--- config.mk ---
export PLATFORM = sky130hd
export DESIGN_NAME = postfix_expression_evaluator
export DESIGN_NICKNAME = d
export VERILOG_FILES = /design/src/sv/pfe_pkg.sv /design/src/sv/pfe_div.sv /design/src/sv/pfe_dpath.sv /design/src/sv/pfe_ctrl.sv /design/src/sv/postfix_expression_evaluator.sv
export SDC_FILE = /design/constraint.sdc
export NUM_CORES = 2
export LEC_CHECK = 0
export BUFFER_PORTS_ARGS = -buffer_cell sky130_fd_sc_hd__buf_2
export CORE_MARGIN = 1.5
export CORE_UTILIZATION = 29
export DETAILED_ROUTE_END_ITERATION = 8
export PLACE_DENSITY = 0.47
export RECOVER_POWER = 25
export SLEW_MARGIN = 15
export SYNTH_ARGS = -nofsm -noshare
export SYNTH_HDL_FRONTEND = slang
export SYNTH_SLANG_ARGS = --single-unit
--- constraint.sdc ---
create_clock -name clk -period 8.05 [get_ports clk]
set_input_delay 0.805 -clock clk [delete_from_list [all_inputs] [get_ports clk]]
set_output_delay 0.805 -clock clk [all_outputs]
set_load 0.1 [all_outputs]
--- src/sv/pfe_pkg.sv ---
// ---------------------------------------------------------------------------
// Postfix expression evaluator package
// Shared types, character codes, status codes and the command and status
// structs that join the controller and the datapath.
// ---------------------------------------------------------------------------
package pfe_pkg;

  localparam int unsigned DATA_W = 32;
  localparam int unsigned SYM_W  = 8;

  localparam logic [SYM_W-1:0] CH_ZERO  = 8'h30;
  localparam logic [SYM_W-1:0] CH_NINE  = 8'h39;
  localparam logic [SYM_W-1:0] CH_PLUS  = 8'h2B;
  localparam logic [SYM_W-1:0] CH_MINUS = 8'h2D;
  localparam logic [SYM_W-1:0] CH_MUL   = 8'h2A;
  localparam logic [SYM_W-1:0] CH_DIV   = 8'h2F;

  typedef enum logic [2:0] {
    ST_OK        = 3'd0,
    ST_UNDERFLOW = 3'd1,
    ST_OVERFLOW  = 3'd2,
    ST_DIVZERO   = 3'd3,
    ST_BADSYM    = 3'd4,
    ST_SIZE      = 3'd5
  } status_t;

  typedef enum logic [2:0] {
    S_IDLE,
    S_DECODE,
    S_EXEC,
    S_DIV,
    S_FINISH
  } state_t;

  typedef struct packed {
    logic    load_in;
    logic    push;
    logic    read_nos;
    logic    arith;
    logic    div_start;
    logic    div_commit;
    logic    set_err;
    status_t err_code;
    logic    finish;
  } dp_cmd_t;

  typedef struct packed {
    logic is_digit;
    logic is_op;
    logic is_div;
    logic full;
    logic lt2;
    logic rhs_zero;
    logic err_set;
    logic last;
    logic div_done;
  } dp_sts_t;

endpackage

--- src/sv/pfe_div.sv ---
// ---------------------------------------------------------------------------
// Iterative signed divider
// Restoring division of magnitudes, one quotient bit per cycle, with the
// sign applied at the end. The quotient truncates toward zero.
// ---------------------------------------------------------------------------
module pfe_div (
  input  logic                       clk,
  input  logic                       rst_n,
  input  logic                       start,
  input  logic [pfe_pkg::DATA_W-1:0] dividend,
  input  logic [pfe_pkg::DATA_W-1:0] divisor,
  output logic                       done,
  output logic [pfe_pkg::DATA_W-1:0] quotient
);
  import pfe_pkg::*;

  localparam int unsigned CNT_W = $clog2(DATA_W + 1);

  logic              busy_r, busy_nxt;
  logic              done_r, done_nxt;
  logic [CNT_W-1:0]  cnt_r, cnt_nxt;
  logic [DATA_W-1:0] rem_r, rem_nxt;
  logic [DATA_W-1:0] quo_r, quo_nxt;
  logic [DATA_W-1:0] dvs_r, dvs_nxt;
  logic              neg_r, neg_nxt;
  logic [DATA_W-1:0] rem_sh;
  logic [DATA_W-1:0] abs_a, abs_b;

  assign abs_a = dividend[DATA_W-1] ? (DATA_W'(0) - dividend) : dividend;
  assign abs_b = divisor[DATA_W-1]  ? (DATA_W'(0) - divisor)  : divisor;
  assign rem_sh = {rem_r[DATA_W-2:0], quo_r[DATA_W-1]};

  always_comb begin
    busy_nxt = busy_r;
    done_nxt = 1'b0;
    cnt_nxt  = cnt_r;
    rem_nxt  = rem_r;
    quo_nxt  = quo_r;
    dvs_nxt  = dvs_r;
    neg_nxt  = neg_r;
    if (start) begin
      busy_nxt = 1'b1;
      cnt_nxt  = CNT_W'(DATA_W);
      rem_nxt  = '0;
      quo_nxt  = abs_a;
      dvs_nxt  = abs_b;
      neg_nxt  = dividend[DATA_W-1] ^ divisor[DATA_W-1];
    end else if (busy_r) begin
      // The dividend shifts out of the top of the quotient register while
      // quotient bits shift in at the bottom.
      if (rem_sh >= dvs_r) begin
        rem_nxt = rem_sh - dvs_r;
        quo_nxt = {quo_r[DATA_W-2:0], 1'b1};
      end else begin
        rem_nxt = rem_sh;
        quo_nxt = {quo_r[DATA_W-2:0], 1'b0};
      end
      cnt_nxt = cnt_r - CNT_W'(1);
      if (cnt_r == CNT_W'(1)) begin
        busy_nxt = 1'b0;
        done_nxt = 1'b1;
      end
    end
  end

  always_ff @(posedge clk) begin
    if (!rst_n) begin
      busy_r <= 1'b0;
      done_r <= 1'b0;
      cnt_r  <= '0;
    end else begin
      busy_r <= busy_nxt;
      done_r <= done_nxt;
      cnt_r  <= cnt_nxt;
    end
  end

  always_ff @(posedge clk) begin
    rem_r <= rem_nxt;
    quo_r <= quo_nxt;
    dvs_r <= dvs_nxt;
    neg_r <= neg_nxt;
  end

  assign done     = done_r;
  assign quotient = neg_r ? (DATA_W'(0) - quo_r) : quo_r;

endmodule

--- src/sv/pfe_dpath.sv ---
// ---------------------------------------------------------------------------
// Postfix evaluator datapath
// Operand stack (top entry in a register, the rest in a memory), arithmetic
// unit, divider, sticky error register and the result registers.
// ---------------------------------------------------------------------------
module pfe_dpath #(
  parameter int unsigned STACK_DEPTH = 16
) (
  input  logic                       clk,
  input  logic                       rst_n,
  input  logic [pfe_pkg::SYM_W-1:0]  in_symbol,
  input  logic                       in_last,
  input  pfe_pkg::dp_cmd_t           cmd,
  output pfe_pkg::dp_sts_t           sts,
  output logic [pfe_pkg::DATA_W-1:0] out_result_value,
  output logic [2:0]                 out_status
);
  import pfe_pkg::*;

  localparam int unsigned AW = $clog2(STACK_DEPTH);
  localparam int unsigned CW = $clog2(STACK_DEPTH + 1);

  logic [DATA_W-1:0] mem [STACK_DEPTH];
  logic [DATA_W-1:0] nos_r;
  logic [DATA_W-1:0] top_r, top_nxt;
  logic [CW-1:0]     count_r, count_nxt;
  status_t           err_r, err_nxt;
  logic [SYM_W-1:0]  sym_r;
  logic              last_r;
  logic [DATA_W-1:0] res_r;
  status_t           stat_r;

  logic [CW-1:0]     cnt_m1, cnt_m2;
  logic [DATA_W-1:0] digit_val;
  logic [DATA_W-1:0] arith_res;
  logic [DATA_W-1:0] div_q;
  logic              div_done;
  status_t           fin_stat;

  assign cnt_m1    = count_r - CW'(1);
  assign cnt_m2    = count_r - CW'(2);
  assign digit_val = {{(DATA_W-SYM_W){1'b0}}, sym_r - CH_ZERO};

  pfe_div u_div (
    .clk      (clk),
    .rst_n    (rst_n),
    .start    (cmd.div_start),
    .dividend (nos_r),
    .divisor  (top_r),
    .done     (div_done),
    .quotient (div_q)
  );

  always_comb begin
    case (sym_r)
      CH_PLUS:  arith_res = nos_r + top_r;
      CH_MINUS: arith_res = nos_r - top_r;
      default:  arith_res = nos_r * top_r;
    endcase
  end

  always_comb begin
    if (err_r != ST_OK) begin
      fin_stat = err_r;
    end else if (count_r == CW'(1)) begin
      fin_stat = ST_OK;
    end else begin
      fin_stat = ST_SIZE;
    end
  end

  always_comb begin
    top_nxt   = top_r;
    count_nxt = count_r;
    err_nxt   = err_r;
    if (cmd.push) begin
      top_nxt   = digit_val;
      count_nxt = count_r + CW'(1);
    end
    if (cmd.arith) begin
      top_nxt   = arith_res;
      count_nxt = cnt_m1;
    end
    if (cmd.div_commit) begin
      top_nxt   = div_q;
      count_nxt = cnt_m1;
    end
    if (cmd.set_err) begin
      err_nxt = cmd.err_code;
    end
    if (cmd.finish) begin
      count_nxt = '0;
      err_nxt   = ST_OK;
    end
  end

  always_ff @(posedge clk) begin
    if (!rst_n) begin
      count_r <= '0;
      err_r   <= ST_OK;
    end else begin
      count_r <= count_nxt;
      err_r   <= err_nxt;
    end
  end

  always_ff @(posedge clk) begin
    top_r <= top_nxt;
    if (cmd.load_in) begin
      sym_r  <= in_symbol;
      last_r <= in_last;
    end
    if (cmd.finish) begin
      stat_r <= fin_stat;
      res_r  <= (fin_stat == ST_OK) ? top_r : '0;
    end
  end

  // The register holds the top entry, so a push moves the old top into
  // the memory, one place below the old count.
  always_ff @(posedge clk) begin
    if (cmd.push && (count_r != '0)) begin
      mem[cnt_m1[AW-1:0]] <= top_r;
    end
    if (cmd.read_nos) begin
      nos_r <= mem[cnt_m2[AW-1:0]];
    end
  end

  always_comb begin
    sts.is_digit = (sym_r >= CH_ZERO) && (sym_r <= CH_NINE);
    sts.is_op    = (sym_r == CH_PLUS) || (sym_r == CH_MINUS) ||
                   (sym_r == CH_MUL)  || (sym_r == CH_DIV);
    sts.is_div   = (sym_r == CH_DIV);
    sts.full     = (count_r >= CW'(STACK_DEPTH));
    sts.lt2      = (count_r < CW'(2));
    sts.rhs_zero = (top_r == '0);
    sts.err_set  = (err_r != ST_OK);
    sts.last     = last_r;
    sts.div_done = div_done;
  end

  assign out_result_value = res_r;
  assign out_status       = stat_r;

endmodule

--- src/sv/pfe_ctrl.sv ---
// ---------------------------------------------------------------------------
// Postfix evaluator controller
// Sequences one item at a time through decode, execute, divide and finish, and owns
// the handshakes of both channels.
// ---------------------------------------------------------------------------
module pfe_ctrl (
  input  logic             clk,
  input  logic             rst_n,
  input  logic             in_valid,
  output logic             in_ready,
  output logic             out_valid,
  input  logic             out_ready,
  input  pfe_pkg::dp_sts_t sts,
  output pfe_pkg::dp_cmd_t cmd
);
  import pfe_pkg::*;

  state_t state_r, state_nxt;
  logic   out_valid_r, out_valid_nxt;
  logic   out_free;

  assign out_free = !out_valid_r || out_ready;

  always_comb begin
    state_nxt    = state_r;
    cmd          = '0;
    cmd.err_code = ST_OK;
    in_ready     = 1'b0;
    unique case (state_r)
      S_IDLE: begin
        in_ready = 1'b1;
        if (in_valid) begin
          cmd.load_in = 1'b1;
          state_nxt   = S_DECODE;
        end
      end
      S_DECODE: begin
        state_nxt = S_FINISH;
        // After an error the rest of the expression only waits for its end.
        if (!sts.err_set) begin
          if (sts.is_digit) begin
            if (sts.full) begin
              cmd.set_err  = 1'b1;
              cmd.err_code = ST_OVERFLOW;
            end else begin
              cmd.push = 1'b1;
            end
          end else if (!sts.is_op) begin
            cmd.set_err  = 1'b1;
            cmd.err_code = ST_BADSYM;
          end else if (sts.lt2) begin
            cmd.set_err  = 1'b1;
            cmd.err_code = ST_UNDERFLOW;
          end else begin
            cmd.read_nos = 1'b1;
            state_nxt    = S_EXEC;
          end
        end
      end
      S_EXEC: begin
        state_nxt = S_FINISH;
        if (sts.is_div) begin
          if (sts.rhs_zero) begin
            cmd.set_err  = 1'b1;
            cmd.err_code = ST_DIVZERO;
          end else begin
            cmd.div_start = 1'b1;
            state_nxt     = S_DIV;
          end
        end else begin
          cmd.arith = 1'b1;
        end
      end
      S_DIV: begin
        if (sts.div_done) begin
          cmd.div_commit = 1'b1;
          state_nxt      = S_FINISH;
        end
      end
      S_FINISH: begin
        if (!sts.last) begin
          state_nxt = S_IDLE;
        end else if (out_free) begin
          cmd.finish = 1'b1;
          state_nxt  = S_IDLE;
        end
      end
      default: state_nxt = S_IDLE;
    endcase
  end

  always_comb begin
    out_valid_nxt = out_valid_r;
    if (out_ready) begin
      out_valid_nxt = 1'b0;
    end
    if (cmd.finish) begin
      out_valid_nxt = 1'b1;
    end
  end

  always_ff @(posedge clk) begin
    if (!rst_n) begin
      state_r     <= S_IDLE;
      out_valid_r <= 1'b0;
    end else begin
      state_r     <= state_nxt;
      out_valid_r <= out_valid_nxt;
    end
  end

  assign out_valid = out_valid_r;

endmodule

--- src/sv/postfix_expression_evaluator.sv ---
// ---------------------------------------------------------------------------
// Postfix expression evaluator
// Evaluates a reverse Polish expression of single digits and + - * /, one
// character per item, with one result item at the end of each expression.
// ---------------------------------------------------------------------------
// One item is handled at a time. A digit, a bad character, an underflow, an
// overflow or an item that follows an error passes through decode and
// finish; an add, subtract or multiply, and a divide by zero, also pass
// through execute; a divide also waits in the divide state for the
// bit-serial divider. The final item of an expression loads the result
// register and is held back only while an earlier result has not yet been
// taken. Results hold 0 in the value field whenever the status is not ok,
// and the stack starts empty for every expression. The operand stack lives
// in a memory of STACK_DEPTH entries with its top entry in a register; it
// needs no clearing after reset.
module postfix_expression_evaluator #(
  parameter int unsigned STACK_DEPTH = 16
) (
  input  logic                       clk,
  input  logic                       rst_n,
  input  logic                       in_valid,
  output logic                       in_ready,
  input  logic [pfe_pkg::SYM_W-1:0]  in_symbol,
  input  logic                       in_last,
  output logic                       out_valid,
  input  logic                       out_ready,
  output logic [pfe_pkg::DATA_W-1:0] out_result_value,
  output logic [2:0]                 out_status
);
  import pfe_pkg::*;

  dp_cmd_t cmd;
  dp_sts_t sts;

  pfe_ctrl u_ctrl (
    .clk       (clk),
    .rst_n     (rst_n),
    .in_valid  (in_valid),
    .in_ready  (in_ready),
    .out_valid (out_valid),
    .out_ready (out_ready),
    .sts       (sts),
    .cmd       (cmd)
  );

  pfe_dpath #(
    .STACK_DEPTH (STACK_DEPTH)
  ) u_dpath (
    .clk              (clk),
    .rst_n            (rst_n),
    .in_symbol        (in_symbol),
    .in_last          (in_last),
    .cmd              (cmd),
    .sts              (sts),
    .out_result_value (out_result_value),
    .out_status       (out_status)
  );

  // An accepted item keeps the input closed while it is worked on.
  a_busy_after_accept: assert property (@(posedge clk) disable iff (!rst_n)
    (in_valid && in_ready) |=> !in_ready)
    else $error("input accepted again straight after an item");

  // A push is never issued against a full stack.
  a_no_push_when_full: assert property (@(posedge clk) disable iff (!rst_n)
    cmd.push |-> !sts.full)
    else $error("push issued with the stack full");

  // A new result appears only where the controller finished an expression.
  a_result_from_finish: assert property (@(posedge clk) disable iff (!rst_n)
    $rose(out_valid) |-> $past(cmd.finish))
    else $error("result appeared without a finished expression");

  // A failed expression always reports a zero value.
  a_zero_on_error: assert property (@(posedge clk) disable iff (!rst_n)
    (out_valid && (out_status != ST_OK)) |-> (out_result_value == '0))
    else $error("non-zero value reported with an error status");

endmodule

Word-level counts from Yosys, hierarchy flattened --
Memories as Yosys holds them, arrays and structs flattened. A register that Yosys moved wholly into a read port is not among the register bits. Index checks and enable logic that the tools add are counted.
Cells by class: add/sub/neg operators 11, multipliers 1, order comparisons 5, equal/unequal tests 13, multiplexer cells 64, bitwise operators 3, reduce and logical (&&, ||, !) cells 19
Operators by type and width (number):
- $mux W32 | 7
- $sub A1 B32 Y32 const A | 3
- $pmux W32 S2 | 1
- $mux W31 | 2
- $mux W3 | 12
- $add A32 B32 Y32 | 1
- $eq A8 B6 Y1 const B | 4
- $ge A32 B32 Y1 | 1
- $logic_not A32 Y1 | 1
- $mul A32 B32 Y32 | 1
- $sub A32 B32 Y32 | 1
- $sub A31 B31 Y31 | 1
- $mux W4 | 7
- $mux W1 | 25
- $mux W5 | 3
- $pmux W3 S5 | 1
- $mux W6 | 2
- $ge A8 B6 Y1 const B | 1
- $le A8 B6 Y1 const B | 1
- $pmux W4 S2 | 1
- $sub A8 B6 Y8 const B | 1
- $eq A3 B2 Y1 const B | 2
- $eq A6 B1 Y1 const B | 1
- $logic_not A3 Y1 | 2
- other kinds (24) | 34
Storage, ports and cells: register bits after elaboration 192, RAM bits 512, input bits 13, output and inout bits 37, logic and storage cells 135, memories 1
Memories:
- u_dpath.mem | words 16, width 32, read ports 1, clocked after Yosys merged registers in 1, wr ports 1, RTL line pfe_dpath.sv:23 | logic [DATA_W-1:0] mem [STACK_DEPTH];

Longest topological paths before layout --
depth after elaboration 11, mapped depth 28

By module --
A second synthesis with hierarchy kept.
Second synthesis, totals: cell total of the unflattened synthesis 4073, area total of the unflattened synthesis 49967.9 um^2
By module, submodules not included:
- pfe_dpath | instances 1, cells each 3157, area each 41997.8 um^2, seq. area each 18778.0 um^2
- pfe_div | instances 1, cells each 866, area each 7578.5 um^2, seq. area each 2732.6 um^2
- pfe_ctrl | instances 1, cells each 50, area each 391.6 um^2, seq. area each 80.1 um^2

Least setup slack after synthesis --
OpenSTA, ideal clock, no wires.
kind register to register, from reg u_dpath.top_r[5], to reg u_dpath.top_r[30] (data pin), setup time 259 ps, arrival 6879 ps, required time 7791 ps, slack 912 ps, stages on the path, launching flop included 24, period minus slack after synthesis 7138 ps, path through edfxtp_1 clkbuf_1 clkbuf_1 and2_1 fa_1 fa_1 inv_1 fa_1 fa_1 inv_1 ha_1 ha_1 fa_1 fa_1 ha_1 a21o_1 a21oi_1 a21boi_0 a21oi_1 nor3_1 o21ai_0 a41oi_1 mux2i_1 a211o_1
On the way: cells in the longest elaborated chain, start to end 4
RTL lines:
- from (decl) | RTL line pfe_dpath.sv:25 | logic [DATA_W-1:0] top_r, top_nxt;
- from (signal assigned) | RTL line pfe_dpath.sv:108 | top_r <= top_nxt;
- $mul A32 B32 Y32 (tied with other cells) | RTL line pfe_dpath.sv:58 | default: arith_res = nos_r * top_r;
- $pmux W32 S2 * | RTL line pfe_dpath.sv:55 | case (sym_r)
- $mux W32 * | RTL line pfe_dpath.sv:80 | if (cmd.arith) begin
- $mux W32 * | RTL line pfe_dpath.sv:84 | if (cmd.div_commit) begin
- net u_dpath.top_nxt[30] | RTL line pfe_dpath.sv:25
The timed path passes the listed nets; every way through them passes the cells marked *. A chain may end at the register's enable or synchronous reset.

Worst setup path in the final report --
from reg u_dpath.top_r[5], to reg u_dpath.top_r[31] (data pin)
The elaborated chain is that of the path after synthesis.

==> results.md <==
- Clk_lat worst skew: 0.70 ns
- Fin crit period: between 7 and 8 ns
- First-pass GRT wire length: ~220000 microns
- Largest net degree at the start of global routing: a little over 80
- Peak supply drop: between 100 and 150 uV
- Pwr dens: 149.5 mW/mm^2
- WP data required: 8.48 ns
- Post-synthesis net count: approximately 4600
- Post-Syn Area per Cell: 12.37 sq um
- Yosys cell types: 75
- Final setup violation count: 0
- Crit path to: u_dpath.top_r[31]
- Ys async rst share: 0
- Number of global-route vias before repair: around 33000
- Cells on worst reg2reg path: 23
- Violated checks: capacitance limit, slew limit
- Slew margin rel.: -0.6977
- Total CTS buffers: 80
- Layout cell share with drive strength beyond 1: 0.1273
- Crit path from: u_dpath.top_r[5]
- Core ar.: 0.1695 sq mm
- Starting DRT DRC Count: between 2000 and 2500
- Status: complete, but fails checks
- Post-synth EDFFs: approximately 700
- CP arrival: around 8.0 ns
- Drt total wl: roughly 150000 microns
- Vias per cell: just under 5
- Sequential area share after synthesis: 0.4359
- GR Util All Layers: 0.1706
- Main flop type after synthesis: edfxtp_1
- Metal3 WL: 7583 microns
- Number of hold buffers added after cts: 0
- I/O Pins: 50
- FMAX: ~0.13 GHz
- Fillcell total: ~17000
- # Max-Cap Violations: 3
- Synthesis Warnings: 0
- FP Rows: 151
- DRC viols: 0
- Pre-antenna DRT Iters: 5
- Htree depth: 3
- TritonCTS clock tree: built
- Initial antenna violation count: 10
- Reg2reg setup slack: approximately 0.45 ns
- Max layer used: met5
- Worst setup path class: reg2reg
- R2R Path Start: u_dpath.top_r[5]
- Most frequent cells in the layout: 685 x edfxtp_1, 449 x inv_1, 410 x fa_1
- Root buffer cell: clkbuf_16
- Met1 WL: approximately 67000 microns
- Clk pin slew, worst setup/hold paths: 0.06 ns
- RSZ-0062 raised after global routing: no
- Area grow syn2layout: 12.21%
- Crit path launch type: flop
- Reg area: 0.02160 sq mm
- Synthesized cell area: a little under 0.05 sq mm
- Drt wl/cell: 22.98 microns
- DRT antenna net count: 0
- Die W: roughly 420 microns
- Via count: 30842
- IO buf count: 49
- Leakage power: ~21 nW
- Hold WS: around 0.31 ns
- Die height: about 420 microns
- Hold crit path type: in2reg
- Final Skew: between 0.03 and 0.04 ns
- Full die area: between 0.15 and 0.2 sq mm
- Tcrit/Tclk final: 0.9440
- Least-Margin Pin Slew: around 2.5 ns
- Final net count: 4692
- Initial Util: 0.2923
- CP Capture Type: flop
- Synth Register Bits: about 740
- Post-CTS setup buffer count: 0
- Setup TNS: 0 ns
- Max FO, Critical Path: 24
- Hold Fails Final Rpt: 0
- RR Endpoint: u_dpath.top_r[31]
- Most common cell after layout, fill and taps aside: edfxtp_1
- Bufs on Longest Clock Path: 3
- Multi-input logic area: 0.02557 sq mm
- Routability congestion estimate: roughly 0.86
- Total grt overflow: 0
- Detail Placement HPWL: between 100000 and 150000 microns
- Clk sinks: about 740
- Synthesized instance count: between 4000 and 5000
- Slew Limit Fails: between 100 and 150
- PostCTS Resize Cnt: 0
- Met2 WL post-DR: about 69000 microns
-- metrics by stage --
stage	setup WS [ns]	instance area [sq um]	power [mW]	util	std cells
after floorplan	0.9116	49530	4.678	-	4003
after global placement	0.4274	53110	4.814	0.3134	6201
after detailed placement	0.4050	53110	4.814	0.3134	6201
after CTS	0.3777	55620	8.422	0.3282	6349
after global routing	0.07218	55570	8.615	0.3279	6350
final	0.4504	55580	8.311	0.3280	6353
-- registers in the layout, indices dropped and copies added (netlist names) --
register,count
u_dpath.out_result_value,32
u_dpath.sym_r,8
u_dpath.u_div.busy_r,1
u_dpath.last_r,1
u_dpath.out_status,3
u_dpath.u_div.dvs_r,32
u_dpath.err_r,3
u_dpath.u_div.neg_r,1
u_dpath.u_div.quo_r,32
u_dpath.mem,512
u_dpath.u_div.rem_r,31
u_ctrl.state_r,3
u_dpath.nos_r,32
u_dpath.u_div.done,1
u_ctrl.out_valid,1
u_dpath.u_div.cnt_r,6
u_dpath.top_r,32
u_dpath.count_r,5
-- cells in the mapped netlist, types with 14 or more instances --
cell type | number | area (sq um)
a211oi_1 | 33 | 247.7
and3_1 | 14 | 87.58
a21oi_1 | 122 | 610.6
xnor2_1 | 155 | 1358
nand2_1 | 364 | 1366
mux4_2 | 160 | 3603
nor3_1 | 29 | 145.1
o21a_1 | 15 | 112.6
dfxtp_1 | 51 | 1021
mux2i_1 | 34 | 340.3
inv_1 | 449 | 1685
nor2_1 | 153 | 574.3
edfxtp_1 | 685 | 20570
nor2b_1 | 16 | 100.1
nand2b_1 | 25 | 156.4
and2_1 | 338 | 2115
nand3_1 | 25 | 125.1
a21o_1 | 36 | 270.3
clkbuf_1 | 206 | 773.2
fa_1 | 410 | 8208
o21ai_0 | 106 | 530.5
o31ai_1 | 35 | 262.8
buf_1 | 18 | 67.56
ha_1 | 204 | 2552
or3_1 | 21 | 131.4
xor2_1 | 111 | 972.2
-- per-layer routing --
layer	vias to the layer above	track usage
li1	13861	-
met1	16125	0.2363
met2	692	0.2766
met3	158	0.02960
met4	6	0.04178
met5	-	0
-- how the worst min path moves through the flow --
stage	from	end	cells after the start
4_1_cts	in_symbol[2]	u_dpath.sym_r[2]	1
2_1_floorplan	u_dpath.u_div.cnt_r[0]	u_dpath.u_div.cnt_r[0]	2
6_report	in_symbol[2]	u_dpath.sym_r[2]	1
3_5_place_dp	u_dpath.u_div.cnt_r[0]	u_dpath.u_div.cnt_r[0]	2
3_3_place_gp	u_dpath.u_div.cnt_r[0]	u_dpath.u_div.cnt_r[0]	2
5_1_grt	in_symbol[3]	u_dpath.sym_r[3]	1
-- layout make-up --
class                   count  share of cell area
well taps                2218             0.04993
repair buffers            207             0.02555
inverters                 451             0.03046
clock buffers             105             0.03865
multi-input cells        2589              0.4601
clock inverters            43            0.006483
flip-flops and latches    736              0.3886
diodes                      4           0.0001801
-- critical path: stages (launching register included) --
cell and delay (ns):
edfxtp_1 0.92, buf_4 0.27, buf_4 0.33, nand2_1 0.14, fa_1 0.57, inv_1 0.05, fa_1 0.48, fa_1 0.55
fa_1 0.46, fa_1 0.52, inv_1 0.06, fa_1 0.44, fa_1 0.48, fa_1 0.39, xnor2_1 0.21, xnor2_1 0.16
xnor2_1 0.17, xnor2_1 0.10, xnor2_1 0.30, xnor2_1 0.22, xnor2_1 0.19, xnor2_1 0.10, a22oi_1 0.13, o21ai_1 0.08
-- where the power goes --
part	total [mW]	leakage, nW	internal (mW)	switching [mW]
Clock	3.58	1.22	1.99	1.58
Combinational	0.559	13.4	0.237	0.322
Sequential	4.18	6.83	4.15	0.0259
-- logic make-up (layout without fill, tap and decap cells) --
kind of cell	count (synthesis)	after routing	synth area share
fa+ha+maj	614	614	0.2172
other cells	0	4	0
buf+inv	678	806	0.05163
flops	736	736	0.4359
mux	196	196	0.08007
compound gates	472	472	0.06222
xor+xnor	266	266	0.04703
simple gates	1041	1041	0.1059
No activity file was read; power rests on OpenSTA's default activity.
